===== config.mk =====
export PLATFORM = sky130hd
export DESIGN_NAME = bfa_ctrl
export DESIGN_NICKNAME = d
export VERILOG_FILES = /design/src/rtl/bfa_pkg.sv /design/src/rtl/bfa_ctrl.sv
export SDC_FILE = /design/constraint.sdc
export NUM_CORES = 1
export LEC_CHECK = 0
export ABC_CLOCK_PERIOD_IN_PS = 1600
export BUFFER_PORTS_ARGS = -buffer_cell sky130_fd_sc_hd__buf_4
export CAP_MARGIN = 20
export CORE_AREA = 8 8 45 47
export DETAILED_ROUTE_END_ITERATION = 6
export DIE_AREA = 0 0 53 55
export GPL_TIMING_DRIVEN = 1
export PLACE_DENSITY_LB_ADDON = 0.12
export SLEW_MARGIN = 20
export SYNTH_ARGS = -nofsm -noshare
export SYNTH_HDL_FRONTEND = slang
export SYNTH_SLANG_ARGS = --single-unit

===== constraint.sdc =====
create_clock -name clk -period 1.6 [get_ports clk]
set_clock_uncertainty 0.1 [all_clocks]
set_input_delay 0.4 -clock clk [delete_from_list [all_inputs] [get_ports clk]]
set_output_delay 0.4 -clock clk [all_outputs]
set_load 0.005 [all_outputs]

===== src/rtl/bfa_pkg.sv =====
`timescale 1ns / 1ps
// ----------------------------------------------------------------------------
// bfa_pkg
// Shared sizes, status codes and beat/control types for the frame allocator.
// ----------------------------------------------------------------------------
package bfa_pkg;

    // bitmap geometry
    localparam int WORDS     = 1024;
    localparam int WORD_BITS = 32;

    // field widths
    localparam int FRAME_W  = 15;
    localparam int STATUS_W = 2;
    localparam int CFG_W    = 11;

    // derived widths
    localparam int ADDR_W = (WORDS > 1) ? $clog2(WORDS) : 1;
    localparam int BIT_W  = (WORD_BITS > 1) ? $clog2(WORD_BITS) : 1;
    localparam int CNT_W  = $clog2(WORDS + 1);
    localparam int PTR_W  = (FRAME_W > CNT_W) ? FRAME_W : CNT_W;

    // reset value of the word count register
    localparam logic [CFG_W-1:0] WORDS_IN_USE_RST = CFG_W'(1024);

    // request actions
    localparam logic ACT_ALLOC = 1'b0;
    localparam logic ACT_FREE  = 1'b1;

    // result status codes
    localparam logic [STATUS_W-1:0] ST_OK            = 2'd0;
    localparam logic [STATUS_W-1:0] ST_NO_FREE       = 2'd1;
    localparam logic [STATUS_W-1:0] ST_NOT_ALLOCATED = 2'd2;
    localparam logic [STATUS_W-1:0] ST_OUT_OF_RANGE  = 2'd3;

    // input beat
    typedef struct packed {
        logic               action;
        logic [FRAME_W-1:0] frame_number;
    } bfa_req_t;

    // result beat
    typedef struct packed {
        logic [FRAME_W-1:0]  granted_frame;
        logic [STATUS_W-1:0] status;
    } bfa_rsp_t;

    // controller to datapath commands
    typedef struct packed {
        logic                load;    // latch request, set scan pointer
        logic                rd;      // read bitmap word at pointer
        logic                adv;     // step pointer to next word
        logic                commit;  // write updated word, report ok
        logic                reply;   // report error code, no change
        logic [STATUS_W-1:0] code;
    } bfa_cmd_t;

    // datapath to controller status
    typedef struct packed {
        logic is_free;    // latched action is a free
        logic ptr_oor;    // pointer at or beyond the active word count
        logic word_full;  // word under evaluation has no clear bit
        logic bit_set;    // addressed bit of the word is set
    } bfa_sts_t;

endpackage


===== src/rtl/bfa_ctrl.sv =====
`timescale 1ns / 1ps
// ----------------------------------------------------------------------------
// bfa_ctrl
// Sequencer for allocate and free: scan, evaluate, then commit or reply.
// ----------------------------------------------------------------------------
module bfa_ctrl (
    input  logic              clk,
    input  logic              rst_n,
    input  logic              start,
    input  bfa_pkg::bfa_sts_t sts,
    output bfa_pkg::bfa_cmd_t cmd,
    output logic              busy
);
    import bfa_pkg::*;

    localparam logic [1:0] S_IDLE = 2'd0;
    localparam logic [1:0] S_SCAN = 2'd1;
    localparam logic [1:0] S_EVAL = 2'd2;

    logic [1:0] state_reg;
    logic [1:0] state_next;

    // state register
    always_ff @(posedge clk or negedge rst_n)
    begin
        if (!rst_n)
        begin
            state_reg <= S_IDLE;
        end
        else
        begin
            state_reg <= state_next;
        end
    end

    // next state and commands
    always_comb
    begin
        state_next = state_reg;
        cmd        = '0;
        cmd.code   = ST_OK;
        unique case (state_reg)
            S_IDLE:
            begin
                if (start)
                begin
                    cmd.load   = 1'b1;
                    state_next = S_SCAN;
                end
            end
            S_SCAN:
            begin
                if (sts.ptr_oor)
                begin
                    cmd.reply  = 1'b1;
                    cmd.code   = sts.is_free ? ST_OUT_OF_RANGE : ST_NO_FREE;
                    state_next = S_IDLE;
                end
                else
                begin
                    cmd.rd     = 1'b1;
                    state_next = S_EVAL;
                end
            end
            S_EVAL:
            begin
                if (sts.is_free)
                begin
                    if (sts.bit_set)
                    begin
                        cmd.commit = 1'b1;
                    end
                    else
                    begin
                        cmd.reply = 1'b1;
                        cmd.code  = ST_NOT_ALLOCATED;
                    end
                    state_next = S_IDLE;
                end
                else if (sts.word_full)
                begin
                    cmd.adv    = 1'b1;
                    state_next = S_SCAN;
                end
                else
                begin
                    cmd.commit = 1'b1;
                    state_next = S_IDLE;
                end
            end
            default:
            begin
                state_next = S_IDLE;
            end
        endcase
    end

    assign busy = (state_reg != S_IDLE);

endmodule


# Yosys cells after proc, flatten, opt, wreduce, memory -nomap -nowiden
# Index checks and enable logic that the tools add are counted.
dict set report word_totals {
  register_bits 2
  inputBits 7
  output_inout_bits 8
  elab_cells 26
}
dict set report classes {
  eq_ne 3
  n_mux 20
  reduce_logical 2
}
# op n
set op_table {}
lappend op_table {{1-bit 2-to-1 mux} 10}
lappend op_table {{2-bit 2-to-1 mux} 5}
lappend op_table {{3-bit 2-to-1 mux} 3}
lappend op_table {{2-bit one-hot mux with 3 select lines} 1}
lappend op_table {{3-bit one-hot mux with 2 select lines} 1}
lappend op_table {{2-bit by 1-bit equality test with 1-bit output (second input constant)} 1}
lappend op_table {{2-bit equality test (second input constant)} 1}
lappend op_table {{2-bit logical NOT} 1}
lappend op_table {{2-bit != test (second input constant)} 1}
lappend op_table {{2-bit nonzero test} 1}

# Depth between registers and ports, before layout
# Gate-level depths: netlist (run 1).
dict set report depth {
  word_depth 3
  depth_mapped 4
  depth_no_buf 4
}

# Worst setup path after synthesis (run 1)
# No wires, ideal clock.
dict set report synth_path {
  path_type {register to output}
  start {reg state_reg[0]}
  end {out cmd[2] (netlist bit)}
  t_arrival_ns 0.982
  required_time_ns 1.100
  slack_ns 0.118
  path_stages_with_launch 5
  n_path_buf 0
  path_cell_list {dfrtp_1 inv_1 ha_1 and3b_1 o21a_1}
}
# item line
set synth_rtl {}
lappend synth_rtl {{from (decl)} bfa_ctrl.sv:20} ;# logic [1:0] state_reg;
lappend synth_rtl {{from (signal assigned)} bfa_ctrl.sv:32} ;# state_reg <= state_next;
lappend synth_rtl {{to (decl)} bfa_ctrl.sv:11} ;# output bfa_pkg::bfa_cmd_t cmd,

==> flow_summary.toml, run 1 <==
[logic_synthesis]
yosysMostFrequentCell = "ha_1"
synth_top_area_cell = "ha_1"
synth_cells = 30
async_flop_share_pct = 100
yosysWarnings = 0
syn_area_per_cell_um2 = 8.55
ys_ff_latch = 2
synthFlopType = "dfrtp_1"
synth_commonest_cells = "ha_1 (5), nand2_1 (4), inv_1 (3)"
yosysSeqAreaShare_pct = 19.5
synthTopCellsByArea = "ha_1 (24%), dfrtp_1 (20%), and3b_1 (6.8%)"
synth_enable_flop_cells = 0
synth_top_area_share_pct = 24.4
synth_cell_type_count = 17
netlist_area_um2 = 256
synth_fp_nets = 42

[drt]
drc = 0
wirelength_um = 796
routedWlPerCell_um = 11.5
drt_iter0_markers = 5
postRouteAntennaNets = 0
routed_via_density = 4.14
vias = 286
dr.pass1.iters = 3

[min_path]
worstHoldPathType = "in -> async"

[setup_path]
path_cells = "inv_2 > ha_4 > and3b_1 > o21a_1 > buf_6"
crit_start = "state_reg[0]"
timing.rr.start = "state_reg[0]"
crit_slowest_cell = "dfrtp_1"
crit_type = "reg -> out"
cp.arrival_ns = 1.30
slowest_delay_ns = 0.40
critPathRequiredTime_ns = 1.10
cp-start-kind = "flop"
rr_endpoint = "state_reg[1]"
r2r_setup_slack_ns = 0.10
reg2regPathDepth = 4
cp-end-kind = "primary output"
cp_max_fo = 4

[global_routing]
antenna_found_initial = 0
grt_overflow = 0
grt_pass1_wl_um = 1350
first_global_vias = 340
grt_max_degree = 6
grtUsageTotal_pct = 6.56

[power_and_ir_drop]
power_switching_uw = 267
leakage_nw = 0.252
sw_frac_of_total_pct = 36.8
finalPower_uw = 725
power.density_nw_per_um2 = 1440
power_frac_seq_pct = 14.8
p_int_uw = 459
clockPowerShare_pct = 15.3
p_comb_share_pct = 69.9
vdd_drop_max_mv = 0.578

[finish]
stdcell_area_um2 = 504
nNetsFinal = 67
fill_cells = 140
fin_util_pct = 36.4
drive_gt1_share_pct = 64.2
diodes = 0
syn2layout_area_growth_pct = 96.6
largest_reg_flops = 2

[timing]
period_needed_ns = 1.80
rsz0062_at_grt = "yes"
tightest_slew_ns = 0.162
hold_viol_final = 0
drv_slew = 0
report.final.setup_viol = 8
slew_headroom_pct = 88.9
max_freq_mhz = 554
setup_ws_ns = -0.204
min_period_over_period_pct = 113
tns_ns = -1.01

[run_status]
violations = "setup timing"
status = "finished, violations left"

[cts]
cts_max_level = 1
cts_made_buffers = 3
cts_buffer_depth = 2
cts_sinks = 2
clock_latency_ns = 0.22
cts_root_buf = "clkbuf_4"
clk_pin_slew_ns = 0.03
cts_tree = "built"

[floorplan]
io_pins = 15
fp.dieArea_um2 = 2920
core_area_um2 = 1380
std_cell_rows = 14
die_h_um = 55
die_w_um = 53
initial_core_util_pct = 18.5

[placement]
port_buffers = 14
place_area_um2 = 389
place.gp.congestion = 0.730
dp_hpwl_um = 578

[job]
cap_violations = 0
-- power by group through the flow --
stage | Combinational [mW] | Sequential, mW | Clock [mW]
6_report | 0.507 | 0.108 | 0.111
5_1_grt | 0.569 | 0.115 | 0.129
4_1_cts | 0.469 | 0.107 | 0.121
3_5_place_dp | 0.374 | 0.101 | 0
3_3_place_gp | 0.380 | 0.0980 | 0
2_1_floorplan | 0.211 | 0.0949 | 0
-- placed cells by master (no fill, tap or decap), types with 2 or more instances in the layout --
cell type	instances
and3b_1	2
buf_4	15
buf_6	4
clkbuf_4	3
ha_1	2
ha_4	2
inv_2	2
nand2_1	4
nand2b_1	2
or2_2	2
-- worst max-delay path by stage --
| stage | to | slack (ns) |
|---|---|---|
| global route | cmd[1] | -0.31 |
| finish | cmd[2] | -0.20 |
| floorplan | cmd[2] | 0.12 |
| detailed placement | cmd[2] | -0.08 |
| global placement | cmd[2] | -0.05 |
| CTS | cmd[2] | -0.23 |
-- stage by stage --
| stage | instances | hold slack (ns) | setup WS (ns) |
|---|---|---|---|
| floorplan | 30 | 0.00441 | 0.118 |
| global placement | 61 | 0.0819 | -0.0541 |
| detailed placement | 61 | 0.0831 | -0.0767 |
| CTS | 69 | 0.379 | -0.229 |
| global route | 69 | 0.375 | -0.305 |
| finish | 69 | 0.389 | -0.204 |
-- repair_timing --
item | in CTS | in global routing
resized for setup | 9 | 7
pin swaps | 4 | 2
buffers inserted | 4 | 0
hold buffers | 1 | 0
endpoints found under the hold margin | 2 | 0
endpoints found under the setup margin | 8 | 8
-- cell families (layout without fill, tap and decap cells) --
family,after synthesis,count (layout),synth area share (%)
buffers and inverters,3,26,4.39
DFF,2,2,19.5
muxes,1,1,3.90
and+or+nand+nor,15,15,36.1
AOI/OAI and AO/OA,4,4,11.7
adders and majority gates,5,5,24.4
-- critical path, delay by kind of cell (launching register included) --
family                   cells  cell delay, ns
flip-flops                   1            0.40
AO/OA/AOI/OAI                1            0.18
AND/OR/NAND/NOR              1            0.16
adder cells (fa/ha/maj)      1            0.17
buffers and inverters        2            0.18
-- layer usage --
layer	track usage, %	part of all wire [%]	vias to the layer above
li1	-	-	145
met1	5.62	33	133
met3	2.41	8.4	0
met4	6.47	0	0
met5	0	0	-
met2	11.5	59	8
-- area by class of cell --
class / count / area, um2 / share of cell area [%]
tap: 16 / 20.0 / 3.97
multi-input combinational: 25 / 231 / 45.9
clock buffer: 3 / 22.5 / 4.47
timing repair buffer: 20 / 168 / 33.3
inverter: 3 / 11.3 / 2.23
sequential: 2 / 51.3 / 10.2
Note: power is estimated with default switching activity, not from simulation.
==> inputs of run 2 (changes only) <==
--- a/config.mk
+++ b/config.mk
@@ -9,6 +9,7 @@
 export BUFFER_PORTS_ARGS = -buffer_cell sky130_fd_sc_hd__buf_4
 export CAP_MARGIN = 20
 export CORE_AREA = 8 8 45 47
+export CTS_BUF_LIST = sky130_fd_sc_hd__clkbuf_8
 export DETAILED_ROUTE_END_ITERATION = 6
 export DIE_AREA = 0 0 53 55
 export GPL_TIMING_DRIVEN = 1
==> run 2 against run 1 <==
  * Global-route usage rose by 0.055 points
  * The run still ends with setup timing left
  * Largest power group unchanged
  * Final area increased by 3.7%
  * Combinational power hardly changed
  * Non-clock buffer count unchanged
  * Sequential power about the same
==> flow_summary.toml, run 2 (same netlist as run 1, synthesis figures left out) <==
[drt]
dr.pass1.iters = 3
drc = 0
routedWlPerCell_um = 11.7
vias = 286
wirelength_um = 806
drt_iter0_markers = 6
postRouteAntennaNets = 0
routed_via_density = 4.14

[setup_path]
crit_start = "state_reg[0]"
reg2regPathDepth = 4
timing.rr.start = "state_reg[0]"
crit_path_end = "cmd[2]"
crit_type = "reg -> out"
critPathRequiredTime_ns = 1.10
crit_slowest_cell = "dfrtp_1"
slowest_delay_ns = 0.39
cp_max_fo = 4
cp-start-kind = "flop"
rr_endpoint = "state_reg[1]"
cp-end-kind = "primary output"
path_cells = "inv_2 > ha_4 > and3b_1 > o21a_1 > buf_6"
r2r_setup_slack_ns = 0.10
cp.arrival_ns = 1.29

[placement]
numPlacedInstances = 61
port_buffers = 14
place.gp.congestion = 0.730
place_area_um2 = 389
dp_hpwl_um = 578

[cts]
clock_latency_ns = 0.21
cts_max_level = 1
cts_made_buffers = 3
cts_buffer_depth = 2
cts_sinks = 2
cts_root_buf = "clkbuf_8"
clk_pin_slew_ns = 0.03
cts_tree = "built"

[power_and_ir_drop]
finalPower_uw = 813
leakage_nw = 0.260
power.density_nw_per_um2 = 1550
vdd_drop_max_mv = 0.717

[timing]
report.final.setup_viol = 8
min_period_over_period_pct = 112
period_needed_ns = 1.79
hold_viol_final = 0
max_freq_mhz = 560
rsz0062_at_grt = "yes"
setup_ws_ns = -0.187
timing.hold.ws_ns = 0.403
tightest_slew_ns = 0.163
slew_headroom_pct = 88.8
drv_slew = 0

[global_routing]
grt_overflow = 0
antenna_found_initial = 0
first_global_vias = 341
grt_pass1_wl_um = 1360
grtUsageTotal_pct = 6.61
grt_max_degree = 6

[finish]
mostFrequentLayoutCell = "buf_4"
seq_area_um2 = 51.3
final_cells = 69
diodes = 0
syn2layout_area_growth_pct = 104
final_cell_mix = "buf_4 (15), nand2_1 (4), buf_6 (4)"
drive_gt1_share_pct = 64.2
largest_reg_flops = 2
nNetsFinal = 67
multi_input_area_um2 = 231
stdcell_area_um2 = 523
fill_cells = 138

[floorplan]
std_cell_rows = 14
fp.dieArea_um2 = 2920
io_pins = 15
die_w_um = 53
core_area_um2 = 1380
die_h_um = 55
initial_core_util_pct = 18.5

[job]
cap_violations = 0

[run_status]
violations = "setup timing"
status = "finished, violations left"

[min_path]
worstHoldPathType = "in -> async"
[run 2: cell counts in the layout (fill, tap and decap cells not counted)]
Identical to the previous run, type by type.
[run 2: how the worst min path moves through the flow]
stage,slack [ns],start,end
detailed placement,0.08,rst_n,state_reg[1]
floorplan,0.004,rst_n,state_reg[0]
global placement,0.08,rst_n,state_reg[1]
finish,0.40,rst_n,state_reg[1]
global route,0.40,rst_n,state_reg[1]
CTS,0.40,rst_n,state_reg[1]
[run 2: per-layer routing]
layer / wire, um / GRT usage, % / vias up
li1: - / - / 145
met1: 267 / 5.62 / 133
met2: 472 / 11.7 / 8
met3: 66 / 2.41 / 0
met4: 0 / 6.47 / 0
met5: 0 / 0 / -
[run 2: worst max-delay path, delay by kind of cell, from the launching register on]
| kind | cells | cell delay, ns |
|---|---|---|
| flip-flops | 1 | 0.39 |
| buffers and inverters | 2 | 0.18 |
| AO/OA/AOI/OAI | 1 | 0.18 |
| adder cells (fa/ha/maj) | 1 | 0.17 |
| AND/OR/NAND/NOR | 1 | 0.16 |
[run 2: metrics by stage]
step,worst slack (ns),util [%],setup TNS (ns)
after global routing,-0.284,37.8,-1.53
after detailed placement,-0.0767,28.1,-0.0851
after global placement,-0.0541,28.1,-0.0546
final,-0.187,37.8,-0.890
after CTS,-0.208,36.1,-1.11
after floorplan,0.118,-,0
[run 2: cell type report]
| type | count | area share [%] |
|---|---|---|
| Sequential cell | 2 | 9.81 |
| Timing Repair Buffer | 20 | 32.1 |
| Clock buffer | 3 | 7.89 |
| Tap cell | 16 | 3.83 |
| Multi-Input combinational cell | 25 | 44.3 |
| Inverter | 3 | 2.15 |
[run 2: power breakdown]
part           internal (mW)  total [mW]  switching (mW)
Sequential            0.0771       0.107          0.0303
Clock                  0.159       0.197          0.0383
Combinational          0.299       0.508           0.209
Total                  0.535       0.813           0.278
[run 2: what timing repair did]
| action | 4_1_cts | 5_1_grt |
|---|---|---|
| pin swaps | 4 | 2 |
| hold buffers | 1 | 0 |
| setup endpoints to repair | 8 | 8 |
| endpoints found under the hold margin | 2 | 0 |
| setup buffers | 4 | 0 |
| gates resized for setup | 9 | 7 |
==> inputs of run 3 (changes only) <==
--- a/config.mk
+++ b/config.mk
@@ -5,14 +5,13 @@
 export SDC_FILE = /design/constraint.sdc
 export NUM_CORES = 1
 export LEC_CHECK = 0
-export ABC_CLOCK_PERIOD_IN_PS = 1600
+export ABC_CLOCK_PERIOD_IN_PS = 1700
 export BUFFER_PORTS_ARGS = -buffer_cell sky130_fd_sc_hd__buf_4
 export CAP_MARGIN = 20
 export CORE_AREA = 8 8 45 47
 export CTS_BUF_LIST = sky130_fd_sc_hd__clkbuf_8
 export DETAILED_ROUTE_END_ITERATION = 6
 export DIE_AREA = 0 0 53 55
-export GPL_TIMING_DRIVEN = 1
 export PLACE_DENSITY_LB_ADDON = 0.12
 export SLEW_MARGIN = 20
 export SYNTH_ARGS = -nofsm -noshare
==> constraint.sdc (replaced) <==
create_clock -name clk -period 1.7 [get_ports clk]
set_clock_uncertainty 0.1 [all_clocks]
set_input_delay 0.425 -clock clk [delete_from_list [all_inputs] [get_ports clk]]
set_output_delay 0.425 -clock clk [all_outputs]
set_load 0.005 [all_outputs]
==> run 3 against run 2 <==
  * The run still ends with setup timing left
  * Largest power group unchanged
  * Final cell count is 2.9% lower
  * Critical path type unchanged
  * Register-to-register slack improved by 0.20 ns
  * Wire length fell by 2.9%
  * Critical path depth unchanged
  * Final area down 7.2%
  * Combinational power down 20%
  * Sequential cell count is the same
  * Sequential power barely moved
  * Sequential share of layout area up 1.0 points
==> flow_summary.toml, run 3 (same netlist as run 1, synthesis figures left out) <==
[cts]
cts_sinks = 2
clock_latency_ns = 0.21
cts_made_buffers = 3
clk_pin_slew_ns = 0.03
cts_root_buf = "clkbuf_8"
cts_buffer_depth = 2
cts_max_level = 1
cts_tree = "built"

[setup_path]
rr_endpoint = "state_reg[1]"
worst-path-stages = 5
reg2regPathDepth = 4
crit_path_end = "cmd[2]"
crit_slowest_cell = "dfrtp_2"
critPathRequiredTime_ns = 1.17
cp.arrival_ns = 1.28
cp-end-kind = "primary output"
cp_max_fo = 4
path_buf_inv = 2
slowest_delay_ns = 0.39
crit_start = "state_reg[1]"
cp-start-kind = "flop"
cp_top_family = "flip-flops"
r2r_setup_slack_ns = 0.30
crit_type = "reg -> out"
path_cells = "inv_2 > ha_2 > and2_4 > o21a_1 > buf_6"
timing.rr.start = "state_reg[1]"

[drt]
vias = 277
postRouteAntennaNets = 0
drc = 0
wirelength_um = 783
dr.pass1.iters = 2
routed_via_density = 4.13
drt_iter0_markers = 2
routedWlPerCell_um = 11.7

[global_routing]
grt_overflow = 0
grt_max_degree = 6
first_global_vias = 288
grtUsageTotal_pct = 5.52
grt_pass1_wl_um = 1150
antenna_found_initial = 0

[floorplan]
fp.dieArea_um2 = 2920
die_h_um = 55
die_w_um = 53
std_cell_rows = 14
io_pins = 15
initial_core_util_pct = 18.5
core_area_um2 = 1380

[timing]
min_period_over_period_pct = 106
slew_headroom_pct = 90.6
hold_viol_final = 0
setup_ws_ns = -0.104
tightest_slew_ns = 0.137
period_needed_ns = 1.80
rsz0062_at_grt = "yes"
report.final.setup_viol = 4
drv_slew = 0
max_freq_mhz = 554

[finish]
final_cells = 67
diodes = 0
syn2layout_area_growth_pct = 89.3
mostFrequentLayoutCell = "buf_4"
nNetsFinal = 65
largest_reg_flops = 2
drive_gt1_share_pct = 62.7
final_cell_mix = "buf_4 (16), nand2_1 (4), ha_1 (3), clkbuf_8 (3)"

[run_status]
violations = "setup timing"
status = "finished, violations left"

[power_and_ir_drop]
power.density_nw_per_um2 = 1450
vdd_drop_max_mv = 0.732
finalPower_uw = 704
leakage_nw = 0.243

[placement]
numPlacedInstances = 60
port_buffers = 14
dp_hpwl_um = 586
place.gp.congestion = 0.682

[min_path]
worstHoldPathType = "in -> async"

[job]
cap_violations = 0
==> run 3: routing by layer <==
layer / share of wire (%) / vias to the layer above / wire, um / GRT usage (%)
li1: - / 143 / - / -
met1: 37 / 126 / 293 / 5.47
met2: 52 / 8 / 408 / 7.81
met3: 10 / 0 / 80 / 2.67
met4: 0 / 0 / 0 / 6.47
met5: 0 / - / 0 / 0
==> run 3: metrics by stage <==
stage	cell area, um2	setup TNS [ns]	hold WS, ns	utilization [%]	worst slack [ns]
2_1_floorplan	256	0	0.0294	-	0.193
3_3_place_gp	382	0	0.108	27.6	0.00502
3_5_place_dp	382	0	0.108	27.6	0.00600
4_1_cts	464	-0.491	0.425	33.5	-0.166
5_1_grt	485	-0.631	0.428	35.1	-0.164
6_report	485	-0.247	0.427	35.1	-0.104
==> run 3: layout make-up <==
type                            instances  area, um2
Fill cell                             145        898
Multi-Input combinational cell         25        219
Timing Repair Buffer                   18        141
Sequential cell                         2       52.6
Clock buffer                            3       41.3
Tap cell                               16       20.0
Inverter                                3       11.3
==> run 3: what timing repair did <==
item	CTS	global route
gates resized for setup	6	6
hold buffers	1	0
endpoints found under the setup margin	7	8
endpoints found under the hold margin	2	0
pin swaps	3	2
buffers inserted	2	1
==> run 3: worst min path at each step <==
stage	to	startpoint	slack [ns]
2_1_floorplan	state_reg[0]	rst_n	0.03
3_3_place_gp	state_reg[1]	rst_n	0.11
3_5_place_dp	state_reg[1]	rst_n	0.11
4_1_cts	state_reg[0]	rst_n	0.43
5_1_grt	state_reg[0]	rst_n	0.43
6_report	state_reg[0]	rst_n	0.43
==> run 3: power by group <==
group | total [mW] | switching, mW | internal (mW)
Combinational | 0.408 | 0.175 | 0.233
Clock | 0.188 | 0.0381 | 0.150
Sequential | 0.108 | 0.0329 | 0.0748
